File: config.mk
export PLATFORM = sky130hd
export DESIGN_NAME = hng_ctrl
export DESIGN_NICKNAME = d
export VERILOG_FILES = /design/src/rtl/hng_pkg.sv /design/src/rtl/hng_ctrl.sv
export SDC_FILE = /design/constraint.sdc
export NUM_CORES = 1
export LEC_CHECK = 0
export BUFFER_PORTS_ARGS = -buffer_cell sky130_fd_sc_hd__clkbuf_2
export CAP_MARGIN = 20
export CORE_MARGIN = 4
export CORE_UTILIZATION = 51
export CTS_CLUSTER_DIAMETER = 40
export DETAILED_ROUTE_END_ITERATION = 10
export PLACE_DENSITY = 0.82
export RECOVER_POWER = 50
export SYNTH_ARGS = -nofsm -noshare
export SYNTH_HDL_FRONTEND = slang
export SYNTH_SLANG_ARGS = --single-unit
File: constraint.sdc
create_clock -name clk -period 2 [get_ports clk]
set_input_delay 0.4 -clock clk [delete_from_list [all_inputs] [get_ports clk]]
set_output_delay 0.4 -clock clk [all_outputs]
set_load 0.03 [all_outputs]
File: src/rtl/hng_pkg.sv
// Shared types, constants and the step table for the heightmap normal generator.
// Used by hng_ctrl, hng_dp and the top level; depends on nothing else.
package hng_pkg;

  localparam int MAX_WIDTH_DEF = 1024;
  localparam int MAX_ROWS      = 4096;

  // register indexes (byte address = 4 * index)
  localparam logic [2:0] REG_IMAGE_WIDTH  = 3'd0;
  localparam logic [2:0] REG_IMAGE_HEIGHT = 3'd1;
  localparam logic [2:0] REG_SPACING_X    = 3'd2;
  localparam logic [2:0] REG_SPACING_Z    = 3'd3;
  localparam logic [2:0] REG_HEIGHT_SCALE = 3'd4;
  localparam logic [2:0] REG_COUNT        = 3'd5;

  localparam logic [10:0] RST_IMAGE_WIDTH  = 11'd256;
  localparam logic [12:0] RST_IMAGE_HEIGHT = 13'd256;
  localparam logic [15:0] RST_SPACING_X    = 16'd256;
  localparam logic [15:0] RST_SPACING_Z    = 16'd256;
  localparam logic [15:0] RST_HEIGHT_SCALE = 16'd1280;

  localparam logic       OP_SAMPLE = 1'b0;
  localparam logic       OP_FLUSH  = 1'b1;

  localparam int READ_LAST = 3;
  localparam int MUL_STEPS = 13;
  localparam int SQ_LAST   = 3;
  localparam int ROOT_TOP  = 30;
  localparam int DIV_LAST  = 17;
  localparam int COMP_LAST = 2;
  localparam logic [15:0] Q_ONE = 16'd16384;

  typedef struct packed {
    logic        opcode;
    logic [15:0] height;
  } in_word_t;

  typedef struct packed {
    logic [27:0]        pos_x;
    logic [15:0]        pos_y;
    logic [27:0]        pos_z;
    logic signed [15:0] normal_x;
    logic signed [15:0] normal_y;
    logic signed [15:0] normal_z;
    logic [21:0]        vertex_number;
    logic               frame_last;
  } out_word_t;

  typedef enum logic [3:0] {
    S_IDLE, S_CHECK, S_READ, S_WRITE, S_MUL, S_NORM, S_SQ, S_ROOT, S_DIV, S_LOAD
  } ctrl_state_t;

  typedef enum logic [4:0] {
    DP_NOP, DP_LOAD, DP_READ, DP_WRITE,
    DP_YL, DP_YC, DP_YR, DP_YU, DP_YD, DP_DIFF,
    DP_S0, DP_S1, DP_S2, DP_PX, DP_PZ, DP_VN, DP_MAG,
    DP_NORM, DP_SQ, DP_ROOT, DP_DIV_INIT, DP_DIV_STEP, DP_DIV_DONE, DP_OUT
  } dp_op_t;

  typedef struct packed {
    dp_op_t     op;
    logic [4:0] idx;
    logic [1:0] comp;
  } dp_cmd_t;

  typedef struct packed {
    logic drop;
    logic emit;
    logic top_zero;
    logic norm_ok;
    logic out_busy;
  } dp_stat_t;

  // order of the shared-multiplier steps
  function automatic dp_op_t mul_seq(input logic [3:0] step);
    dp_op_t op;
    case (step)
      4'd0:    op = DP_YL;
      4'd1:    op = DP_YC;
      4'd2:    op = DP_YR;
      4'd3:    op = DP_YU;
      4'd4:    op = DP_YD;
      4'd5:    op = DP_DIFF;
      4'd6:    op = DP_S0;
      4'd7:    op = DP_S1;
      4'd8:    op = DP_S2;
      4'd9:    op = DP_PX;
      4'd10:   op = DP_PZ;
      4'd11:   op = DP_VN;
      4'd12:   op = DP_MAG;
      default: op = DP_NOP;
    endcase
    return op;
  endfunction

endpackage

File: src/rtl/hng_ctrl.sv
// Sequencer of the heightmap normal generator: steps the datapath per word.
// Depends on hng_pkg.
module hng_ctrl (
  input  logic              clk,
  input  logic              rst,
  input  logic              sample_valid,
  output logic              sample_ready,
  input  hng_pkg::dp_stat_t stat,
  output hng_pkg::dp_cmd_t  cmd
);
  import hng_pkg::*;

  ctrl_state_t state, state_next;
  logic [4:0]  cnt, cnt_next;
  logic [1:0]  comp, comp_next;

  always_ff @(posedge clk) begin
    if (rst) begin
      state <= S_IDLE;
      cnt   <= '0;
      comp  <= '0;
    end else begin
      state <= state_next;
      cnt   <= cnt_next;
      comp  <= comp_next;
    end
  end

  always_comb begin
    state_next = state;
    cnt_next   = cnt;
    comp_next  = comp;
    case (state)
      S_IDLE: begin
        if (sample_valid) state_next = S_CHECK;
      end
      S_CHECK: begin
        cnt_next   = '0;
        state_next = stat.drop ? S_IDLE : S_READ;
      end
      S_READ: begin
        if (cnt == 5'(READ_LAST)) state_next = S_WRITE;
        else cnt_next = cnt + 5'd1;
      end
      S_WRITE: begin
        cnt_next   = '0;
        state_next = stat.emit ? S_MUL : S_IDLE;
      end
      S_MUL: begin
        if (cnt == 5'(MUL_STEPS - 1)) state_next = S_NORM;
        else cnt_next = cnt + 5'd1;
      end
      S_NORM: begin
        cnt_next = '0;
        if (stat.top_zero) state_next = S_LOAD;
        else if (stat.norm_ok) state_next = S_SQ;
      end
      S_SQ: begin
        if (cnt == 5'(SQ_LAST)) begin
          state_next = S_ROOT;
          cnt_next   = 5'(ROOT_TOP);
        end else begin
          cnt_next = cnt + 5'd1;
        end
      end
      S_ROOT: begin
        if (cnt == '0) begin
          state_next = S_DIV;
          comp_next  = '0;
        end else begin
          cnt_next = cnt - 5'd1;
        end
      end
      S_DIV: begin
        if (cnt == 5'(DIV_LAST)) begin
          cnt_next = '0;
          if (comp == 2'(COMP_LAST)) state_next = S_LOAD;
          else comp_next = comp + 2'd1;
        end else begin
          cnt_next = cnt + 5'd1;
        end
      end
      S_LOAD: begin
        if (!stat.out_busy) state_next = S_IDLE;
      end
      default: state_next = S_IDLE;
    endcase
  end

  always_comb begin
    sample_ready = 1'b0;
    cmd.op   = DP_NOP;
    cmd.idx  = cnt;
    cmd.comp = comp;
    case (state)
      S_IDLE: begin
        sample_ready = 1'b1;
        if (sample_valid) cmd.op = DP_LOAD;
      end
      S_CHECK: cmd.op = DP_NOP;
      S_READ:  cmd.op = DP_READ;
      S_WRITE: cmd.op = DP_WRITE;
      S_MUL:   cmd.op = mul_seq(cnt[3:0]);
      S_NORM:  cmd.op = DP_NORM;
      S_SQ:    cmd.op = DP_SQ;
      S_ROOT:  cmd.op = DP_ROOT;
      S_DIV: begin
        if (cnt == '0) cmd.op = DP_DIV_INIT;
        else if (cnt == 5'(DIV_LAST)) cmd.op = DP_DIV_DONE;
        else cmd.op = DP_DIV_STEP;
      end
      S_LOAD:  cmd.op = stat.out_busy ? DP_NOP : DP_OUT;
      default: cmd.op = DP_NOP;
    endcase
  end

endmodule

==> flow_summary.yaml, run 1 <==
critical_path:
  critical_path.startpoint: "cnt[0]"
  reg2reg_from: "state[1]"
  cp_launch_type: "flip-flop"
  timing.critical_path.to_type: "output port"
  cp_max_fo: 4
  crit_arrival_ps: 1820
  ff2ff_setup_slack_ps: -180
  reg2regPathDepth: 9
  required_ps: 1600
  path_class: "flip-flop to output port"
clock_network:
  path_clk_slew_ps: 110
  htree_levels: 1
  cts_buffers: 3
  clockBufferDepth: 2
  root_buffer: "clkbuf_4"
  clock_insertion_delay_at_the_later_pin_of_the_skew_report_ps: 300
  cts_tree: "built"
  numClockSinks: 16
place:
  place_congestion: 0.910
  io_buffers: 20
  dp_hpwl_um: 3090
power:
  cellPowerDensity_nw_per_um2: 689
  power_leakage_nw: 0.848
  vdd_ir_drop_max_v: 0.000857
logic_synthesis:
  yosys.cell_count.top_type: "nor2_1"
  syn-instance-count: 181
  synthesis.area_per_instance_um2: 7.69
  netlist_area_um2: 1390
  synthFlopType: "dfxtp_1"
  synth_warnings: 0
  flop_and_latch_count_out_of_synthesis: 16
  post-synth-top-area-cell: "dfxtp_1"
  synth_edf_count: 0
  synth.yosys.seq_area_share: 0.230
  synth_area_leaders: "dfxtp_1 (23%), nor2_1 (5.9%), ha_1 (5.4%)"
  yosysUniqueCellTypes: 59
  synth_largest_type_area_fraction: 0.230
  synthTopCellsByCount: "nor2_1 (22), dfxtp_1 (16), o21ai_0 (14)"
  syn-num-nets: 195
  async_flop_share: 0
route:
  detail-route-antenna-nets: 0
  post_route_wl_um: 5830
  drt-wirelength-per-cell_um: 21.7
  met3_length_um: 545
  drt-met1-wl_um: 2140
  firstDrtPassIters: 7
  maxUsedRoutingLayer: "met4"
  post_drt_via_cell_ratio: 7.02
  drc: 0
  routed-wl-met2_um: 2620
  drtIter0Drc: 202
  vias: 1881
timing:
  setup_repair_after_global_routing_missed_its_margin: "yes"
  max_slew.worst_pin.slew_ps: 470
  fmax_mhz: 450
  setup_viol: 14
  timing_max_transition_violations_final: 0
  setup_ws_ps: -222
  minimum_period_implied_by_the_final_worst_setup_slack_ps: 2220
  fin_worst_skew_ps: 1.22
  finalHoldWorstSlack_ps: 451
  timing.max_slew.rel_slack: 0.686
  timing.final.crit_share: 1.11
  final_hold_viol_count: 0
  tns_ps: -1560
run:
  max_cap_viol_count: 0
global_routing:
  vias_in_the_first_global_route: 1720
  gr-usage-all-layers: 0.300
  grt_antenna_before_repair: 0
  grt_max_degree: 25
  global_route_wire_length_before_repair_um: 8100
  grt-ovfl-total: 0
hold_path:
  min_path_type: "input port to flip-flop"
  instance_count_along_the_most_critical_hold_path: 4
  min_from: "stat[4]"
  worst_hold_path.endpoint: "state[1]"
die:
  design.die.area_um2: 3630
  rows: 18
  fp.coreArea_um2: 2540
  chipHeight_um: 60.3
  initial_core_util: 0.547
  pin_count: 21
  fp.dieW_um: 60.3
layout:
  area_growth_pct: 51.3
  num-nets-final: 253
  insertedDiodeCount: 0
  post_route_cells_drive_above_1_share: 0.487
status:
  failed_checks: "setup timing"
  outcome: "finished with violations"
## final cells by class
type / instances / area (um^2)
flip-flops and latches: 16 / 334
repair buffers: 67 / 489
clock buffers: 4 / 36.3
well taps: 30 / 37.5
multi-input cells: 142 / 1170
inverters: 9 / 38.8
fillers: 134 / 438
## cell usage in the layout (no fill, tap or decap), drive strengths merged, types with 3 or more instances in the layout
master	netlist	routed
ha	6	6
a211oi	3	3
buf	8	50
nor2b	4	4
nor3	4	4
clkbuf	6	21
a31oi	3	3
dfxtp	16	16
nand3	3	3
nor2	22	22
a21oi	11	11
mux2i	4	4
nor3b	3	3
o21ai	14	14
o22ai	3	3
a22oi	4	4
nand2	13	13
inv	9	9
nor4b	4	4
## critical path, stage by stage, from the launching register on
cell and delay [ps]:
dfxtp_4 390, buf_6 120, ha_4 130, buf_4 120, nand4_1 140, nor2_2 220
o21ai_2 70, o21ai_1 130, clkbuf_8 200
## per-stage QoR
stage	utilization	area [um^2]	setup WS (ps)	total power [mW]	instances
finish	0.828	2110	-222	1.45	268
global placement	0.675	1720	-53.7	0.949	248
global route	0.828	2110	-264	1.51	268
floorplan	-	1420	-102	0.765	181
detailed placement	0.675	1720	-176	0.965	248
CTS	0.771	1960	-172	1.30	261
## layer usage
layer  track usage  vias up
met5             0        -
met4         0.193        0
met3        0.0756       66
met2         0.474      163
met1         0.357      868
li1              -      784
## power breakdown
| group | internal (mW) | leakage [nW] | switching, mW |
|---|---|---|---|
| sequential | 0.352 | 0.133 | 0.0395 |
| clock | 0.111 | 0.0210 | 0.120 |
| combinational | 0.367 | 0.694 | 0.462 |
| total | 0.830 | 0.848 | 0.622 |
## what timing repair did
action	4_1_cts	5_1_grt
resized for setup	34	29
pin swaps	14	13
endpoints found under the setup margin	9	16
buffers inserted	9	7
hold buffers	0	0
## logic make-up after synthesis
logic type	after synthesis	share of synthesized area
and+or+nand+nor	73	0.314
AOI/OAI and AO/OA	55	0.274
buffers and inverters	23	0.0719
DFF	16	0.230
adders and majority gates	6	0.0539
muxes	5	0.0368
xor gates and xnor gates	3	0.0189
## worst max-delay path by stage
stage           endpoint  depth (start not counted)  slack (ps)
6_report          cmd[8]                          8        -220
4_1_cts           cmd[7]                          6        -170
2_1_floorplan     cmd[7]                          6        -100
3_5_place_dp   flip-flop                          7        -180
3_3_place_gp   flip-flop                          7         -50
5_1_grt           cmd[7]                          4        -260
Power figures use the tool's default switching activity.
==> inputs of run 2 (changes only) <==
- CTS_BUF_LIST: not set -> sky130_fd_sc_hd__clkbuf_4 sky130_fd_sc_hd__clkbuf_8
- SKIP_CTS_REPAIR_TIMING: not set -> 1
==> flow_summary.yaml, run 2 (synthesized netlist as in run 1, its figures left out) <==
critical_path:
  timing.critical_path.to_type: "output port"
  cp_num_cells: 4
  ff2ff_setup_slack_ps: -220
  critical_path_buf_inv_count: 1
  required_ps: 1600
  worst_path_dominant_cell_family: "simple AND/OR/NAND/NOR gates"
  cpMaxStageDelayCell: "or4b_4"
  reg2reg_from: "state[2]"
  cp_max_fo: 6
  critical_path.startpoint: "state[2]"
  critical_path.cell_chain: "or4b_4, o32a_1, o21ai_1, buf_4"
  crit_arrival_ps: 1830
  cp_launch_type: "flip-flop"
  crit_end: "cmd[7]"
  reg2regPathDepth: 7
  path_class: "flip-flop to output port"
  timing.critical_path.slowest_cell_delay_ps: 600
global_routing:
  grt_max_degree: 25
  grt-ovfl-total: 0
  gr-usage-all-layers: 0.254
  grt_antenna_before_repair: 0
  vias_in_the_first_global_route: 1494
  global_route_wire_length_before_repair_um: 7010
timing:
  setup_ws_ps: -235
  finalHoldWorstSlack_ps: 432
  max_slew.worst_pin.slew_ps: 390
  minimum_period_implied_by_the_final_worst_setup_slack_ps: 2230
  fmax_mhz: 447
  final_hold_viol_count: 0
  timing.final.crit_share: 1.12
  timing.max_slew.rel_slack: 0.737
  setup_viol: 13
  timing_max_transition_violations_final: 0
  fin_worst_skew_ps: 2.02
  setup_repair_after_global_routing_missed_its_margin: "yes"
clock_network:
  path_clk_slew_ps: 100
  root_buffer: "clkbuf_4"
  clockBufferDepth: 2
  clock_insertion_delay_at_the_later_pin_of_the_skew_report_ps: 290
  cts_tree: "built"
  cts_buffers: 3
  htree_levels: 1
  numClockSinks: 16
power:
  power_leakage_nw: 0.795
  cellPowerDensity_nw_per_um2: 682
  vdd_ir_drop_max_v: 0.000602
route:
  post_drt_via_cell_ratio: 6.69
  vias: 1732
  drt-wirelength-per-cell_um: 18.5
  detail-route-antenna-nets: 0
  drtIter0Drc: 169
  drc: 0
  post_route_wl_um: 4790
  firstDrtPassIters: 7
place:
  detailed_place.area_um2: 1720
  dp_hpwl_um: 3090
  place_congestion: 0.910
  io_buffers: 20
status:
  outcome: "finished with violations"
  failed_checks: "setup timing"
hold_path:
  min_path_type: "input port to flip-flop"
layout:
  area_growth_pct: 37.8
  multiInputGateArea_um2: 1070
  final_common_cell: "buf_4"
  layout.cells.most_common_list: "buf_4 (38), nor2_1 (20), clkbuf_2 (15), o21ai_0 (12)"
  insertedDiodeCount: 0
  post-route-cell-area_um2: 1920
  post_route_cells_drive_above_1_share: 0.415
  filler_cell_count: 167
  register_area_um2: 337
  num-nets-final: 244
die:
  chipHeight_um: 60.3
  initial_core_util: 0.547
  design.die.area_um2: 3630
  fp.coreArea_um2: 2540
  fp.dieW_um: 60.3
  rows: 18
  pin_count: 21
run:
  max_cap_viol_count: 0
[run 2: worst min-delay path, cell delays in order]
cell	delay [ps]
clkbuf_2	70
mux2i_1	60
nand4_1	90
a21oi_1	60
[run 2: routing by layer]
layer / up-vias / GRT usage / part of all wire
li1: 769 / - / -
met1: 782 / 0.323 / 0.37
met2: 130 / 0.427 / 0.49
met3: 51 / 0.0497 / 0.087
met4: 0 / 0.0759 / 0.055
met5: - / 0 / 0
[run 2: area by class of cell]
| class | instances | area share |
|---|---|---|
| sequential | 16 | 0.175 |
| inverter | 9 | 0.0189 |
| clock buffer | 4 | 0.0189 |
| timing repair buffer | 58 | 0.209 |
| tap | 30 | 0.0196 |
| multi-input combinational | 142 | 0.558 |
[run 2: how the worst min path moves through the flow]
stage | start | to | cells after the start
floorplan | stat[4] | state[1] | 3
global placement | comp[1] | comp[1] | 2
detailed placement | comp[1] | comp[1] | 2
CTS | stat[4] | state[1] | 4
global route | stat[4] | state[1] | 4
finish | stat[4] | state[1] | 4
[run 2: metrics by stage]
step,TNS [ps],setup slack (ps),power [mW],instances,utilization
floorplan,-134,-102,0.765,181,-
global placement,-83.1,-53.7,0.949,248,0.675
detailed placement,-386,-176,0.965,248,0.675
CTS,-1450,-368,1.19,252,0.689
global route,-2540,-318,1.38,259,0.754
finish,-1580,-235,1.31,259,0.754
[run 2: power breakdown]
group	switching (mW)	internal (mW)
clock network	0.113	0.111
registers	0.0368	0.351
logic	0.389	0.309
==> inputs of run 3 (changes only) <==
- CORE_UTILIZATION: 51 -> 36
- PLACE_DENSITY: 0.82 -> 0.63
==> flow_summary.yaml, run 3 (synthesized netlist as in run 1, its figures left out) <==
critical_path:
  cpMaxStageDelayCell: "dfxtp_4"
  cp_max_fo: 5
  path_class: "flip-flop to output port"
  cp_launch_type: "flip-flop"
  crit_arrival_ps: 1770
  required_ps: 1600
  timing.critical_path.to_type: "output port"
  timing.critical_path.slowest_cell_delay_ps: 370
  critical_path.cell_chain: "buf_6, ha_4, and4bb_2, o32a_1, o21ai_1, buf_4"
power:
  power_mw: 1.47
  power.share.switching: 0.380
  switchingPower_uw: 560
  power_report.internal_total_uw: 913
  p_clk_frac: 0.204
  p_seq_frac: 0.262
  power_leakage_nw: 0.860
  comb_power_share: 0.534
  cellPowerDensity_nw_per_um2: 695
  vdd_ir_drop_max_v: 0.000427
clock_network:
  clockBufferDepth: 2
  root_buffer: "clkbuf_8"
  htree_levels: 1
  cts_buffers: 3
  clock_insertion_delay_at_the_later_pin_of_the_skew_report_ps: 260
  path_clk_slew_ps: 70
  numClockSinks: 16
  cts_tree: "built"
route:
  drt-wirelength-per-cell_um: 15.3
  detail-route-antenna-nets: 0
  post_route_wl_um: 4460
  vias: 1635
  firstDrtPassIters: 4
  drc: 0
  post_drt_via_cell_ratio: 5.62
  drtIter0Drc: 97
global_routing:
  global_route_wire_length_before_repair_um: 6880
  grt-ovfl-total: 0
  grt_antenna_before_repair: 0
  vias_in_the_first_global_route: 1453
  grt_max_degree: 14
  gr-usage-all-layers: 0.172
layout:
  layout.cells.most_common_list: "buf_4 (47), nor2_1 (19), nand2_1 (11), a21oi_1 (10), dfxtp_1 (10)"
  filler_cell_count: 338
  num-nets-final: 258
  post_route_cells_drive_above_1_share: 0.444
  area_growth_pct: 52.1
  finish.utilization: 0.574
  post-route-cell-area_um2: 2120
  final_common_cell: "buf_4"
  insertedDiodeCount: 0
timing:
  minimum_period_implied_by_the_final_worst_setup_slack_ps: 2170
  timing_max_transition_violations_final: 0
  timing.final.crit_share: 1.09
  setup_ws_ps: -172
  timing.max_slew.rel_slack: 0.744
  setup_repair_after_global_routing_missed_its_margin: "yes"
  setup_viol: 8
  final_hold_viol_count: 0
  tns_ps: -714
  max_slew.worst_pin.slew_ps: 385
  fin_worst_skew_ps: 6.56
  fmax_mhz: 460
place:
  io_buffers: 20
  place_congestion: 0.888
  detailed_place.area_um2: 1820
  dp_hpwl_um: 3170
die:
  initial_core_util: 0.378
  chipHeight_um: 70.2
  pin_count: 21
  fp.coreArea_um2: 3690
  fp.dieW_um: 70.2
  rows: 22
  design.die.area_um2: 4930
status:
  outcome: "finished with violations"
  failed_checks: "setup timing"
hold_path:
  min_path_type: "input port to flip-flop"
run:
  max_cap_viol_count: 0
==> run 3: cell count changes in the layout (fill, tap and decap cells not counted), moves of 2 or more <==
cell	delta
buf_4	+9
buf_6	+4
clkbuf_1	+5
clkbuf_2	-6
clkbuf_8	+3
o21ai_0	-4
o21ai_1	+2
o21ai_2	+2
==> run 3: power groups by stage <==
stage / clock network, mW / registers, mW / logic (mW)
global route: 0.320 / 0.391 / 0.857
finish: 0.300 / 0.386 / 0.787
CTS: 0.305 / 0.379 / 0.649
global placement: 0 / 0.385 / 0.646
detailed placement: 0 / 0.386 / 0.644
floorplan: 0 / 0.407 / 0.358
==> run 3: area by class of cell <==
cell class	count	area [um^2]	area share
Timing Repair Buffer	72	518	0.245
Inverter	9	38.8	0.0183
Tap cell	48	60.1	0.0284
Clock buffer	4	55.1	0.0260
Multi-Input combinational cell	142	1110	0.523
Sequential cell	16	338	0.159
==> run 3: per-layer routing <==
layer  share of wire  global-route usage  vias to the layer above
met3           0.049              0.0173                        8
met2            0.48               0.277                       51
met5               0                   0                        -
li1                -                   -                      803
met1            0.45               0.234                      773
met4           0.027              0.0702                        0
==> run 3: path summary, 6_finish.rpt <==
check	endpoint	start	slack [ps]	cells after the start
worst min-delay path	cnt[2]	rst	430	2
worst min register to register	comp[1]	comp[1]	570	2
worst max-delay path	cmd[7]	cnt[0]	-170	6
worst max register to register	flip-flop	cnt[0]	-140	8
==> run 3: per-stage QoR <==
step                      setup slack (ps)  std cells  hold slack, ps
after global placement               -50.2        277             546
after floorplan                       -102        181             626
after CTS                             -306        281             392
after global routing                  -239        291             432
after detailed placement             -98.9        277             561
final                                 -172        291             430
==> run 3: worst max-delay path, delay by kind of cell, from the launching register on <==
kind	cells	cell delay, ps
flip-flops	1	370
AO/OA/AOI/OAI	2	430
buffers and inverters	2	300
adder cells (fa/ha/maj)	1	150
AND/OR/NAND/NOR	1	270
